[config.mk]
export PLATFORM = sky130hd
export DESIGN_NAME = buzzer_melody_sequencer_core
export DESIGN_NICKNAME = d
export VERILOG_FILES = /design/src/bms_pkg.sv /design/src/bms_ram.sv /design/src/buzzer_melody_sequencer_core.sv
export SDC_FILE = /design/constraint.sdc
export NUM_CORES = 1
export LEC_CHECK = 0
export BUFFER_PORTS_ARGS = -buffer_cell sky130_fd_sc_hd__buf_4
export CORE_MARGIN = 4
export CORE_UTILIZATION = 55
export DETAILED_ROUTE_END_ITERATION = 12
export PLACE_DENSITY = 0.89
export SYNTH_ARGS = -nofsm -noshare
export SYNTH_HDL_FRONTEND = slang
export SYNTH_SLANG_ARGS = --single-unit
export TNS_END_PERCENT = 1
[constraint.sdc]
create_clock -name i_clk -period 5.3 [get_ports i_clk]
set_clock_uncertainty 0.05 [all_clocks]
set_input_delay 1.59 -clock i_clk [delete_from_list [all_inputs] [get_ports i_clk]]
set_output_delay 1.59 -clock i_clk [all_outputs]
set_load 0.01 [all_outputs]
[src/bms_pkg.sv]
// Shared types, codes and the melody note table of the buzzer melody sequencer.
package bms_pkg;

    // Number of melodies that start requests may select.
    localparam int MELODY_COUNT = 5;
    // Number of melodies that the note table actually holds.
    localparam int TABLE_MELODIES = 5;

    // Depth of the sequencer state memory; only entry zero is used.
    localparam int STATE_DEPTH = 2;
    localparam int STATE_AW = $clog2(STATE_DEPTH);

    // Operation codes of an input transaction.
    localparam logic [1:0] OP_TICK  = 2'd0;
    localparam logic [1:0] OP_START = 2'd1;
    localparam logic [1:0] OP_STOP  = 2'd2;

    // Melody numbers.
    localparam logic [2:0] MEL_CLICK   = 3'd0;
    localparam logic [2:0] MEL_BEEP    = 3'd1;
    localparam logic [2:0] MEL_SUCCESS = 3'd2;
    localparam logic [2:0] MEL_ERROR   = 3'd3;
    localparam logic [2:0] MEL_ALARM   = 3'd4;

    // Configuration register indexes.
    localparam logic [2:0] REG_ENABLE     = 3'd0;
    localparam logic [2:0] REG_CLICK_FREQ = 3'd1;
    localparam logic [2:0] REG_CLICK_DUR  = 3'd2;
    localparam logic [2:0] REG_BEEP_FREQ  = 3'd3;
    localparam logic [2:0] REG_BEEP_DUR   = 3'd4;
    localparam logic [2:0] REG_ALARM_LOW  = 3'd5;
    localparam logic [2:0] REG_ALARM_HIGH = 3'd6;

    // Configuration register file.
    typedef struct packed {
        logic        enable;
        logic [15:0] click_freq;
        logic [15:0] click_dur;
        logic [15:0] beep_freq;
        logic [15:0] beep_dur;
        logic [15:0] alarm_low_freq;
        logic [15:0] alarm_high_freq;
    } t_cfg;

    // Sequencer state record kept in the state memory. All zero is the idle state.
    typedef struct packed {
        logic        active;
        logic [2:0]  melody;
        logic [2:0]  position;
        logic [15:0] elapsed_ms;
    } t_state;

    // One note of a melody.
    typedef struct packed {
        logic [15:0] freq;
        logic [15:0] dur;
    } t_note;

    // Number of notes in a melody; zero for a number without a melody.
    function automatic logic [2:0] melody_length(input logic [2:0] mel);
        logic [2:0] len;
        case (mel)
            MEL_CLICK:   len = 3'd1;
            MEL_BEEP:    len = 3'd3;
            MEL_SUCCESS: len = 3'd3;
            MEL_ERROR:   len = 3'd2;
            MEL_ALARM:   len = 3'd5;
            default:     len = 3'd0;
        endcase
        return len;
    endfunction

    // Frequency and duration of a note, with the programmable notes taken from cfg.
    function automatic t_note note_of(input logic [2:0] mel, input logic [2:0] pos,
                                      input t_cfg cfg);
        t_note n;
        n = '0;
        case (mel)
            MEL_CLICK: begin
                n.freq = cfg.click_freq;
                n.dur  = cfg.click_dur;
            end
            MEL_BEEP: begin
                if (pos == 3'd1) begin
                    n.freq = 16'd0;
                    n.dur  = 16'd50;
                end else begin
                    n.freq = cfg.beep_freq;
                    n.dur  = cfg.beep_dur;
                end
            end
            MEL_SUCCESS: begin
                if (pos == 3'd0) begin
                    n.freq = 16'd1000;
                    n.dur  = 16'd80;
                end else if (pos == 3'd1) begin
                    n.freq = 16'd1500;
                    n.dur  = 16'd80;
                end else begin
                    n.freq = 16'd2000;
                    n.dur  = 16'd120;
                end
            end
            MEL_ERROR: begin
                if (pos == 3'd0) begin
                    n.freq = 16'd500;
                    n.dur  = 16'd150;
                end else begin
                    n.freq = 16'd300;
                    n.dur  = 16'd200;
                end
            end
            MEL_ALARM: begin
                if (pos >= 3'd4) begin
                    n.freq = 16'd0;
                    n.dur  = 16'd400;
                end else if (pos[0] == 1'b0) begin
                    n.freq = cfg.alarm_low_freq;
                    n.dur  = 16'd200;
                end else begin
                    n.freq = cfg.alarm_high_freq;
                    n.dur  = 16'd200;
                end
            end
            default: n = '0;
        endcase
        return n;
    endfunction

endpackage

[src/bms_ram.sv]
// Generic single-port-write, single-port-read RAM with a registered read.
module bms_ram #(
    parameter int WIDTH = 8,
    parameter int DEPTH = 2
) (
    input  logic                     i_clk,
    input  logic                     i_we,
    input  logic [$clog2(DEPTH)-1:0] i_waddr,
    input  logic [WIDTH-1:0]         i_wdata,
    input  logic                     i_re,
    input  logic [$clog2(DEPTH)-1:0] i_raddr,
    output logic [WIDTH-1:0]         o_rdata
);

    logic [WIDTH-1:0] r_mem [DEPTH];
    logic [WIDTH-1:0] r_rdata;

    // Write port.
    always_ff @(posedge i_clk) begin
        if (i_we) begin
            r_mem[i_waddr] <= i_wdata;
        end
    end

    // Registered read port; returns the old contents on a same-cycle write.
    always_ff @(posedge i_clk) begin
        if (i_re) begin
            r_rdata <= r_mem[i_raddr];
        end
    end

    assign o_rdata = r_rdata;

endmodule

[src/buzzer_melody_sequencer_core.sv]
// Top level of the buzzer melody sequencer: handshakes, registers and state update.
//
// The sequencer takes one transaction per clock on its input stream: a one-millisecond
// tick, a start of one of five melodies (click, beep, success, error, alarm) or a stop.
// Every input transaction yields exactly one output transaction that carries the tone
// frequency to drive (0 in a rest or when idle), the playing flag and the current note
// index, with tlast set on the tick that ends a melody. The sequencer state lives in one
// entry of a small synchronous RAM: it is read as a transaction is accepted, updated while
// the item sits in stage one and written back as it moves on to the output register, and
// a write that lands on the same edge as the next read is forwarded, so items follow each
// other with no gap while the output is taken. The output register decouples the two sides,
// and the input side stalls only while that register is full and not being taken. The state entry
// needs no clearing pass; a single valid flag makes it read as idle after reset.
// Configuration writes are accepted in any cycle and take effect on the next item.
module buzzer_melody_sequencer_core (
    input  logic        i_clk,
    input  logic        i_rst_n,
    // Input stream.
    input  logic        i_s_tvalid,
    output logic        o_s_tready,
    input  logic [7:0]  i_s_tdata,   // [2:0] melody_select, [7:3] zero
    input  logic [1:0]  i_s_tuser,   // [1:0] op
    // Output stream.
    output logic        o_m_tvalid,
    input  logic        i_m_tready,
    output logic [23:0] o_m_tdata,   // [15:0] tone_freq, [16] playing, [19:17] note_index,
                                     // [23:20] zero
    output logic        o_m_tlast,   // finished
    // Configuration write channel.
    input  logic        i_cfg_valid,
    output logic        o_cfg_ready,
    input  logic [2:0]  i_cfg_index,
    input  logic [15:0] i_cfg_data
);
    import bms_pkg::*;

    localparam logic [STATE_AW-1:0] STATE_ADDR = '0;

    // Configuration registers.
    t_cfg r_cfg;

    // Stage one: the accepted item while its state read completes.
    logic        r_s1_valid;
    logic [1:0]  r_s1_op;
    logic [2:0]  r_s1_sel;

    // Forwarding of a write-back that coincides with the read of the next item.
    logic        r_fwd_hit;
    t_state      r_last_wr;
    logic        r_state_written;

    // Output register.
    logic        r_out_valid;
    logic [15:0] r_out_freq;
    logic        r_out_playing;
    logic [2:0]  r_out_index;
    logic        r_out_finished;

    logic        in_accept;
    logic        s1_advance;
    logic        ram_we;
    t_state      ram_rdata;
    t_state      cur_state;
    t_state      n_state;
    t_note       cur_note;
    t_note       new_note;
    logic        n_finished;
    logic [15:0] elapsed_inc;
    logic [2:0]  pos_inc;

    // Handshakes.
    assign s1_advance  = r_s1_valid && (!r_out_valid || i_m_tready);
    assign o_s_tready  = !r_s1_valid || s1_advance;
    assign in_accept   = i_s_tvalid && o_s_tready;
    assign ram_we      = s1_advance;
    assign o_cfg_ready = 1'b1;

    // Configuration register writes.
    always_ff @(posedge i_clk) begin
        if (!i_rst_n) begin
            r_cfg.enable          <= 1'b1;
            r_cfg.click_freq      <= 16'd4000;
            r_cfg.click_dur       <= 16'd10;
            r_cfg.beep_freq       <= 16'd2000;
            r_cfg.beep_dur        <= 16'd100;
            r_cfg.alarm_low_freq  <= 16'd800;
            r_cfg.alarm_high_freq <= 16'd1600;
        end else if (i_cfg_valid) begin
            case (i_cfg_index)
                REG_ENABLE:     r_cfg.enable          <= i_cfg_data[0];
                REG_CLICK_FREQ: r_cfg.click_freq      <= i_cfg_data;
                REG_CLICK_DUR:  r_cfg.click_dur       <= i_cfg_data;
                REG_BEEP_FREQ:  r_cfg.beep_freq       <= i_cfg_data;
                REG_BEEP_DUR:   r_cfg.beep_dur        <= i_cfg_data;
                REG_ALARM_LOW:  r_cfg.alarm_low_freq  <= i_cfg_data;
                REG_ALARM_HIGH: r_cfg.alarm_high_freq <= i_cfg_data;
                default: begin
                end
            endcase
        end
    end

    // State memory: read on accept, written back as stage one moves on.
    bms_ram #(
        .WIDTH ($bits(t_state)),
        .DEPTH (STATE_DEPTH)
    ) u_state_ram (
        .i_clk   (i_clk),
        .i_we    (ram_we),
        .i_waddr (STATE_ADDR),
        .i_wdata (n_state),
        .i_re    (in_accept),
        .i_raddr (STATE_ADDR),
        .o_rdata (ram_rdata)
    );

    // Stage one control and payload.
    always_ff @(posedge i_clk) begin
        if (!i_rst_n) begin
            r_s1_valid <= 1'b0;
        end else if (in_accept) begin
            r_s1_valid <= 1'b1;
        end else if (s1_advance) begin
            r_s1_valid <= 1'b0;
        end
    end

    always_ff @(posedge i_clk) begin
        if (in_accept) begin
            r_s1_op   <= i_s_tuser;
            r_s1_sel  <= i_s_tdata[2:0];
            r_fwd_hit <= ram_we;
        end
    end

    // Copy of the last write-back and the flag that the entry holds valid data.
    always_ff @(posedge i_clk) begin
        if (ram_we) begin
            r_last_wr <= n_state;
        end
    end

    always_ff @(posedge i_clk) begin
        if (!i_rst_n) begin
            r_state_written <= 1'b0;
        end else if (ram_we) begin
            r_state_written <= 1'b1;
        end
    end

    // Current state: forwarded write, memory contents, or idle after reset.
    always_comb begin
        if (r_fwd_hit) begin
            cur_state = r_last_wr;
        end else if (r_state_written) begin
            cur_state = ram_rdata;
        end else begin
            cur_state = '0;
        end
    end

    assign elapsed_inc = (cur_state.elapsed_ms == 16'hFFFF) ? cur_state.elapsed_ms
                                                            : cur_state.elapsed_ms + 16'd1;
    assign pos_inc     = cur_state.position + 3'd1;
    assign cur_note    = note_of(cur_state.melody, cur_state.position, r_cfg);

    // State update for the item in stage one.
    always_comb begin
        n_state    = cur_state;
        n_finished = 1'b0;
        case (r_s1_op)
            OP_TICK: begin
                if (cur_state.active) begin
                    n_state.elapsed_ms = elapsed_inc;
                    if (elapsed_inc >= cur_note.dur) begin
                        n_state.position   = pos_inc;
                        n_state.elapsed_ms = 16'd0;
                        if (pos_inc >= melody_length(cur_state.melody)) begin
                            n_state.active   = 1'b0;
                            n_state.position = 3'd0;
                            n_finished       = 1'b1;
                        end
                    end
                end
            end
            OP_START: begin
                if (r_cfg.enable && ({1'b0, r_s1_sel} < 4'(MELODY_COUNT))
                    && ({1'b0, r_s1_sel} < 4'(TABLE_MELODIES))) begin
                    n_state.active     = 1'b1;
                    n_state.melody     = r_s1_sel;
                    n_state.position   = 3'd0;
                    n_state.elapsed_ms = 16'd0;
                end
            end
            OP_STOP: begin
                n_state.active   = 1'b0;
                n_state.position = 3'd0;
            end
            default: begin
            end
        endcase
    end

    assign new_note = note_of(n_state.melody, n_state.position, r_cfg);

    // Output register.
    always_ff @(posedge i_clk) begin
        if (!i_rst_n) begin
            r_out_valid <= 1'b0;
        end else if (s1_advance) begin
            r_out_valid <= 1'b1;
        end else if (i_m_tready) begin
            r_out_valid <= 1'b0;
        end
    end

    always_ff @(posedge i_clk) begin
        if (s1_advance) begin
            r_out_freq     <= n_state.active ? new_note.freq : 16'd0;
            r_out_playing  <= n_state.active;
            r_out_index    <= n_state.active ? n_state.position : 3'd0;
            r_out_finished <= n_finished;
        end
    end

    assign o_m_tvalid = r_out_valid;
    assign o_m_tdata  = {4'd0, r_out_index, r_out_playing, r_out_freq};
    assign o_m_tlast  = r_out_finished;

`ifndef SYNTH
    // An accepted item is always in stage one on the next cycle.
    a_accept_to_s1: assert property (@(posedge i_clk) disable iff (!i_rst_n)
        in_accept |=> r_s1_valid)
        else $error("accepted item did not reach stage one");

    // The ending tick of a melody reports an idle, silent block.
    a_finish_idle: assert property (@(posedge i_clk) disable iff (!i_rst_n)
        (r_out_valid && r_out_finished) |-> (!r_out_playing && r_out_freq == 16'd0))
        else $error("finished result still reports a tone");

    // An idle result always carries note index zero.
    a_idle_index: assert property (@(posedge i_clk) disable iff (!i_rst_n)
        (r_out_valid && !r_out_playing) |-> (r_out_index == 3'd0))
        else $error("idle result with nonzero note index");

    // A stalled output register keeps stage one from writing back.
    a_stall_holds: assert property (@(posedge i_clk) disable iff (!i_rst_n)
        (r_out_valid && !i_m_tready) |-> !ram_we)
        else $error("state written back while output stalled");

    // A write-back on the edge of a new read must be forwarded to that item.
    a_fwd: assert property (@(posedge i_clk) disable iff (!i_rst_n)
        (in_accept && ram_we) |=> (r_fwd_hit && r_last_wr == $past(n_state)))
        else $error("coinciding write-back not forwarded");
`endif

endmodule
==> impl_metrics.tcl, run 1 <==
set metrics [dict create \
    ys_ff_latch 172 \
    worst_pin_slew_ps 1330 \
    n_antenna_cell 0 \
    n_fill_cell 1147 \
    netlist_area_um2 8530 \
    placed_cell_area_um2 9240 \
    clock_tree.buffer_depth 2 \
    grt_setup_unrepaired "yes" \
    period_needed_ps 5260 \
    syn_inst 929 \
    hold_class "reg -> reg" \
    fin_area_um2 10000 \
    cts_buffers 17 \
    tns_ps 0 \
    maxCapViolCount 0 \
    fin_util 0.659 \
    place_ws_ps 70.8 \
    cts_hold_buf 0 \
    clock_latency_ps 440 \
    cts_tree "done" \
    multiInputGateArea_um2 4200 \
    crit_type "reg -> reg" \
    met1_usage 0.329 \
    vias_per_cell 6.15 \
    drive_gt1_frac 0.166 \
    grt_pass1_vias 6934 \
    cp-start-kind "register" \
    clock-root-buffer "clkbuf_16" \
    area_growth_pct 17.4 \
    seq_area_um2 4160 \
    path_max_fanout 19 \
    die_area_um2 17600 \
    wl_um 22300 \
    antenna_found_initial 0 \
    fp-row-count 45 \
    power_density_nw_per_um2 320 \
    globalRouteMet3Util 0.0563 \
    worstPathRequired_ps 5430 \
    ant_nets 0 \
    worstPathArrival_ps 5390 \
    fmax_mhz 190 \
    nNetsFinal 1053 \
    final_hold_viol_count 0 \
    grt_pass1_wl_um 34900 \
    leakagePower_uw 0.00375 \
    synth_cell_type_count 64 \
    pin_count 62 \
    vias 7373 \
    outcome "complete, no violations" \
    gp_congestion 0.905 \
    yosys_warnings 0 \
    coreArea_um2 15200 \
    slew_viol_final 0 \
    worst_setup_path_end_kind "register" \
    grt_max_degree 101 \
    busiest_layer "met2" \
    wl_per_cell_um 18.6 \
    synth_edf_count 72 \
    dp_hpwl_um 14500 \
    synth_async_sr_flop_share 0 \
    die_y_um 133 \
    use_met2 0.394 \
    fin_ws_ps 39.1 \
    grt_usage 0.246 \
    first_pass_iters 8 \
    drt_iter0_drc 915 \
    initial_utilization 0.561 \
    vdd_drop_max_uv 265 \
    relSlewSlack 0.111 \
    portBuffers 51 \
    path_clk_slew_ps 70 \
    postSynthAreaPerCell_um2 9.19 \
    die-width_um 133 \
    cts_max_level 4 \
    yosysSeqAreaShare 0.488 \
    setup_violations 0 \
    power.total_uw 3210 \
    min_period_over_period 0.993 \
    overflow 0 \
    synth_ff_type "dfxtp_1" \
    drc 0 \
    cts.sinks 172 \
]
==> metrics by stage <==
stage | cells | hold WS [ps]
after floorplan | 932 | 377
after global placement | 1159 | 381
after detailed placement | 1159 | 388
after CTS | 1191 | 404
after global routing | 1198 | 415
final | 1198 | 406
==> per-layer routing <==
layer / wire length (um) / up-vias
met5: 0 / -
met4: 633 / 0
met3: 2040 / 63
met2: 10400 / 404
met1: 9240 / 3481
li1: - / 3425
==> sequential cells by signal (all words and copies together), names as in the netlist, 2 cells and up <==
register             count
u_state_ram.o_rdata     23
r_s1_sel                 3
r_s1_op                  2
r_last_wr               19
r_out_index              3
r_cfg                   97
u_state_ram.r_mem        4
r_out_freq              16
==> power by group <==
part           switching, uW  total [uW]  internal, uW
registers               27.5        1460          1440
clock network            595        1270           675
logic                    286         473           187
total                    909        3210          2300
==> cells in the mapped netlist (7+ instances only) <==
| cell type | instances | share of area |
|---|---|---|
| a21oi_1 | 35 | 0.021 |
| nand2_1 | 255 | 0.11 |
| a222oi_1 | 9 | 0.011 |
| inv_1 | 10 | 0.0044 |
| o21ai_0 | 26 | 0.015 |
| ha_1 | 22 | 0.032 |
| mux2_2 | 10 | 0.013 |
| a221oi_1 | 7 | 0.0072 |
| clkbuf_1 | 32 | 0.014 |
| edfxtp_1 | 72 | 0.25 |
| a21boi_0 | 75 | 0.066 |
| nand2b_1 | 7 | 0.0051 |
| nand3_1 | 39 | 0.023 |
| a31oi_1 | 10 | 0.0073 |
| dfxtp_1 | 100 | 0.23 |
| and2_1 | 9 | 0.0066 |
| a22o_1 | 9 | 0.0092 |
| nor2b_1 | 12 | 0.0088 |
| nand3b_1 | 7 | 0.0062 |
| nor3_1 | 9 | 0.0053 |
| nor2_1 | 49 | 0.022 |
| a22oi_1 | 19 | 0.017 |
| buf_2 | 9 | 0.0053 |
==> cells in the final DEF (no fill, tap or decap), types with 6 or more instances in the layout <==
| cell type | instances |
|---|---|
| nand2_1 | 255 |
| dfxtp_1 | 100 |
| buf_4 | 92 |
| a21boi_0 | 75 |
| edfxtp_1 | 72 |
| nor2_1 | 49 |
| nand3_1 | 39 |
| a21oi_1 | 35 |
| o21ai_0 | 26 |
| ha_1 | 22 |
| clkbuf_16 | 18 |
| a22oi_1 | 17 |
| nor2b_1 | 10 |
| inv_1 | 10 |
| a31oi_1 | 10 |
| mux2_2 | 10 |
| and2_1 | 9 |
| a222oi_1 | 9 |
| a22o_1 | 9 |
| nand3b_1 | 7 |
| nor3_1 | 7 |
| nand2b_1 | 7 |
| xnor2_1 | 6 |
==> final timing paths <==
| kind | from | end | slack [ps] | cells after the start |
|---|---|---|---|---|
| worst min-delay path | r_last_wr[7]$_DFFE_PP_ | u_state_ram.o_rdata[7]$_DFFE_PP_ | 410 | 0 |
| worst min register to register | r_last_wr[7]$_DFFE_PP_ | u_state_ram.o_rdata[7]$_DFFE_PP_ | 410 | 0 |
| worst max-delay path | r_fwd_hit$_DFFE_PP_ | r_out_freq[0]$_SDFFCE_PN0P_ | 40 | 20 |
| worst max register to register | r_fwd_hit$_DFFE_PP_ | r_out_freq[0]$_SDFFCE_PN0P_ | 40 | 20 |
==> layout make-up <==
| cell class | count | share of cell area |
|---|---|---|
| Clock buffer | 17 | 0.0425 |
| Clock inverter | 15 | 0.0176 |
| Inverter | 12 | 0.00450 |
| Multi-Input combinational cell | 697 | 0.419 |
| Sequential cell | 172 | 0.416 |
| Tap cell | 188 | 0.0235 |
| Timing Repair Buffer | 97 | 0.0777 |
==> worst max-delay path, cell delays in order, from the launching register on <==
cell and delay (ps):
edfxtp_1 450, buf_12 180, nand4b_1 160, a222oi_1 540
nand2_1 130, nor4_2 290, buf_4 170, xor2_1 170
nand2b_1 100, ha_1 310, nand4_1 160, or3_4 390
a2111oi_4 410, o31a_4 240, o22ai_4 80, buf_12 180
a211oi_4 200, a21oi_2 110, buf_6 170, a222oi_1 430
nor2_1 70
==> logic make-up (layout without fill, tap and decap cells) <==
| kind of cell | after synthesis | after routing | synth area share |
|---|---|---|---|
| AOI/OAI and AO/OA | 232 | 232 | 0.201 |
| xor gates and xnor gates | 12 | 12 | 0.0123 |
| adders and majority gates | 22 | 22 | 0.0323 |
| buffers and inverters | 63 | 141 | 0.0334 |
| DFF | 172 | 172 | 0.488 |
| muxes | 21 | 21 | 0.0277 |
| other | 2 | 5 | 0.000880 |
| and+or+nand+nor | 405 | 405 | 0.204 |
==> timing repair <==
item	CTS	global route
setup endpoints to repair	1	29
endpoints found under the hold margin	0	0
gates cloned	0	1
resized for setup	1	20
pin swaps	0	12
buffers inserted	0	6
Power figures use the tool's default switching activity.
==> run 2, diff against run 1 <==
--- a/config.mk
+++ b/config.mk
@@ -9,6 +9,8 @@
 export CORE_MARGIN = 4
 export CORE_UTILIZATION = 55
 export DETAILED_ROUTE_END_ITERATION = 12
+export GPL_TIMING_DRIVEN = 0
+export HOLD_SLACK_MARGIN = 0.12
 export PLACE_DENSITY = 0.89
 export SYNTH_ARGS = -nofsm -noshare
 export SYNTH_HDL_FRONTEND = slang
==> run 2 against run 1 <==
Effect of this change: the run now ends with setup timing left; global-route usage up 3.3 points; worst setup slack worse by 210 ps; via count grew 9.2%; worst hold slack worse by 5.0 ps; maximum frequency fell by 3.8%; non-clock buffer count rose by 30; first-iteration DRC count grew 43%; sequential share of layout area decreased by 1.4 points; critical path type unchanged; largest power group unchanged; highest routed layer unchanged.
==> impl_metrics.tcl, run 2 (synthesized netlist as in run 1, its figures left out) <==
set metrics [dict create \
    seq_area_um2 4160 \
    cts_buffers 17 \
    cts_max_level 4 \
    ant_nets 0 \
    cts.sinks 172 \
    die_area_um2 17600 \
    coreArea_um2 15200 \
    maxCapViolCount 0 \
    wl_um 26300 \
    final_hold_viol_count 0 \
    min_period_over_period 1.03 \
    fin_area_um2 10400 \
    path_max_fanout 10 \
    layout_commonest_cell "nand2_1" \
    grt_max_degree 30 \
    placed_cell_area_um2 9190 \
    initial_utilization 0.561 \
    overflow 0 \
    outcome "finished, violations left" \
    grt_pass1_wl_um 39000 \
    vias_per_cell 6.55 \
    n_fill_cell 1058 \
    min_path_cells 0 \
    drive_gt1_frac 0.189 \
    grt_setup_unrepaired "yes" \
    largest-register "r_cfg" \
    path_clk_slew_ps 70 \
    multiInputGateArea_um2 4430 \
    relSlewSlack 0.0521 \
    clock_latency_ps 450 \
    die-width_um 133 \
    dp_hpwl_um 16100 \
    crit_type "reg -> reg" \
    clock-root-buffer "clkbuf_16" \
    hold_class "reg -> reg" \
    first_pass_iters 12 \
    cp.depth 24 \
    fmax_mhz 183 \
    setup_violations 12 \
    die_y_um 133 \
    largest_reg_flops 97 \
    drc 0 \
    ff2ff_path_depth 24 \
    crit_buf_inv 7 \
    worst_setup_path_end_kind "register" \
    antenna_found_initial 0 \
    cts_hold_buf 0 \
    fp-row-count 45 \
    slew_viol_final 0 \
    power_density_nw_per_um2 309 \
    worst_pin_slew_ps 1420 \
    worstPathRequired_ps 5490 \
    crit_chain "buf_6 > buf_8 > a22o_4 > ha_4 > inv_4 > a221oi_4 > nand4b_1 > nor2b_1 > buf_4 > nor3_4 > buf_6 > nand3_1 > xnor2_2 > ha_4 > a21oi_1 > o21a_1 > o21ai_1 > o31a_4 > buf_4 > o21ai_1 > and3_4 > buf_2 > a22oi_2 > a31oi_1" \
    tns_ps -875 \
    cpLargestDelayFamily "compound AO/OA/AOI/OAI gates" \
    cts_tree "done" \
    grt_pass1_vias 7515 \
    worstPathArrival_ps 5660 \
    area_growth_pct 21.4 \
    cp-start-kind "register" \
    drt_iter0_drc 1313 \
    grt_usage 0.279 \
    n_antenna_cell 0 \
    vdd_drop_max_uv 252 \
    max_stage_delay_ps 510 \
    final_cell_mix "252 x nand2_1, 100 x dfxtp_1, 81 x buf_4, 75 x a21boi_0, 72 x edfxtp_1" \
    power.total_uw 3200 \
    pin_count 62 \
    wl_per_cell_um 21.4 \
    cp_slowest_cell "edfxtp_1" \
    fin_ws_ps -167 \
    period_needed_ps 5470 \
    failed_checks "setup timing" \
    gp_congestion 0.943 \
    place_ws_ps -1270 \
    clock_tree.buffer_depth 2 \
    vias 8049 \
    nNetsFinal 1083 \
    leakagePower_uw 0.00384 \
    portBuffers 50 \
]
==> run 2: path summary, 6_finish.rpt <==
| path | startpoint | to | slack, ps |
|---|---|---|---|
| setup / recovery | r_fwd_hit$_DFFE_PP_ | r_out_freq[4]$_SDFFCE_PN0P_ | -170 |
| hold / removal | r_last_wr[2]$_DFFE_PP_ | u_state_ram.o_rdata[2]$_DFFE_PP_ | 400 |
| setup reg to reg | r_fwd_hit$_DFFE_PP_ | r_out_freq[4]$_SDFFCE_PN0P_ | -170 |
| hold reg to reg | r_last_wr[2]$_DFFE_PP_ | u_state_ram.o_rdata[2]$_DFFE_PP_ | 400 |
==> run 2: layer usage <==
layer  wire length, um  vias up  GRT usage
met4              1400        0      0.124
met2             12300      638      0.452
li1                  -     3486          -
met1              9730     3754      0.357
met5                 0        -          0
met3              2880      171     0.0677
==> run 2: timing repair <==
item / in CTS / in global routing
endpoints found under the setup margin: 39 / 28
pin swaps: 11 / 29
cloned: 0 / 1
endpoints found under the hold margin: 0 / 0
setup buffers: 13 / 14
gates resized for setup: 31 / 55
==> run 2: metrics by stage <==
step           instances   util  hold WS (ps)
2_1_floorplan        932      -           377
3_3_place_gp        1170  0.602           379
3_5_place_dp        1171  0.605           383
4_1_cts             1215  0.657           402
5_1_grt             1228  0.681           426
6_report            1228  0.681           401
==> run 2: where the power goes <==
group,switching [uW],internal (uW),total [uW]
registers,31.7,1440,1470
logic,326,203,529
clock network,581,620,1200
total,939,2260,3200
==> run 2: area by class of cell <==
type / instances / share of cell area
multi-input combinational: 697 / 0.427
sequential: 172 / 0.402
inverter: 12 / 0.00459
timing repair buffer: 79 / 0.0632
clock buffer: 18 / 0.0414
tap: 188 / 0.0227
clock inverter: 14 / 0.0126
buffer: 48 / 0.0262
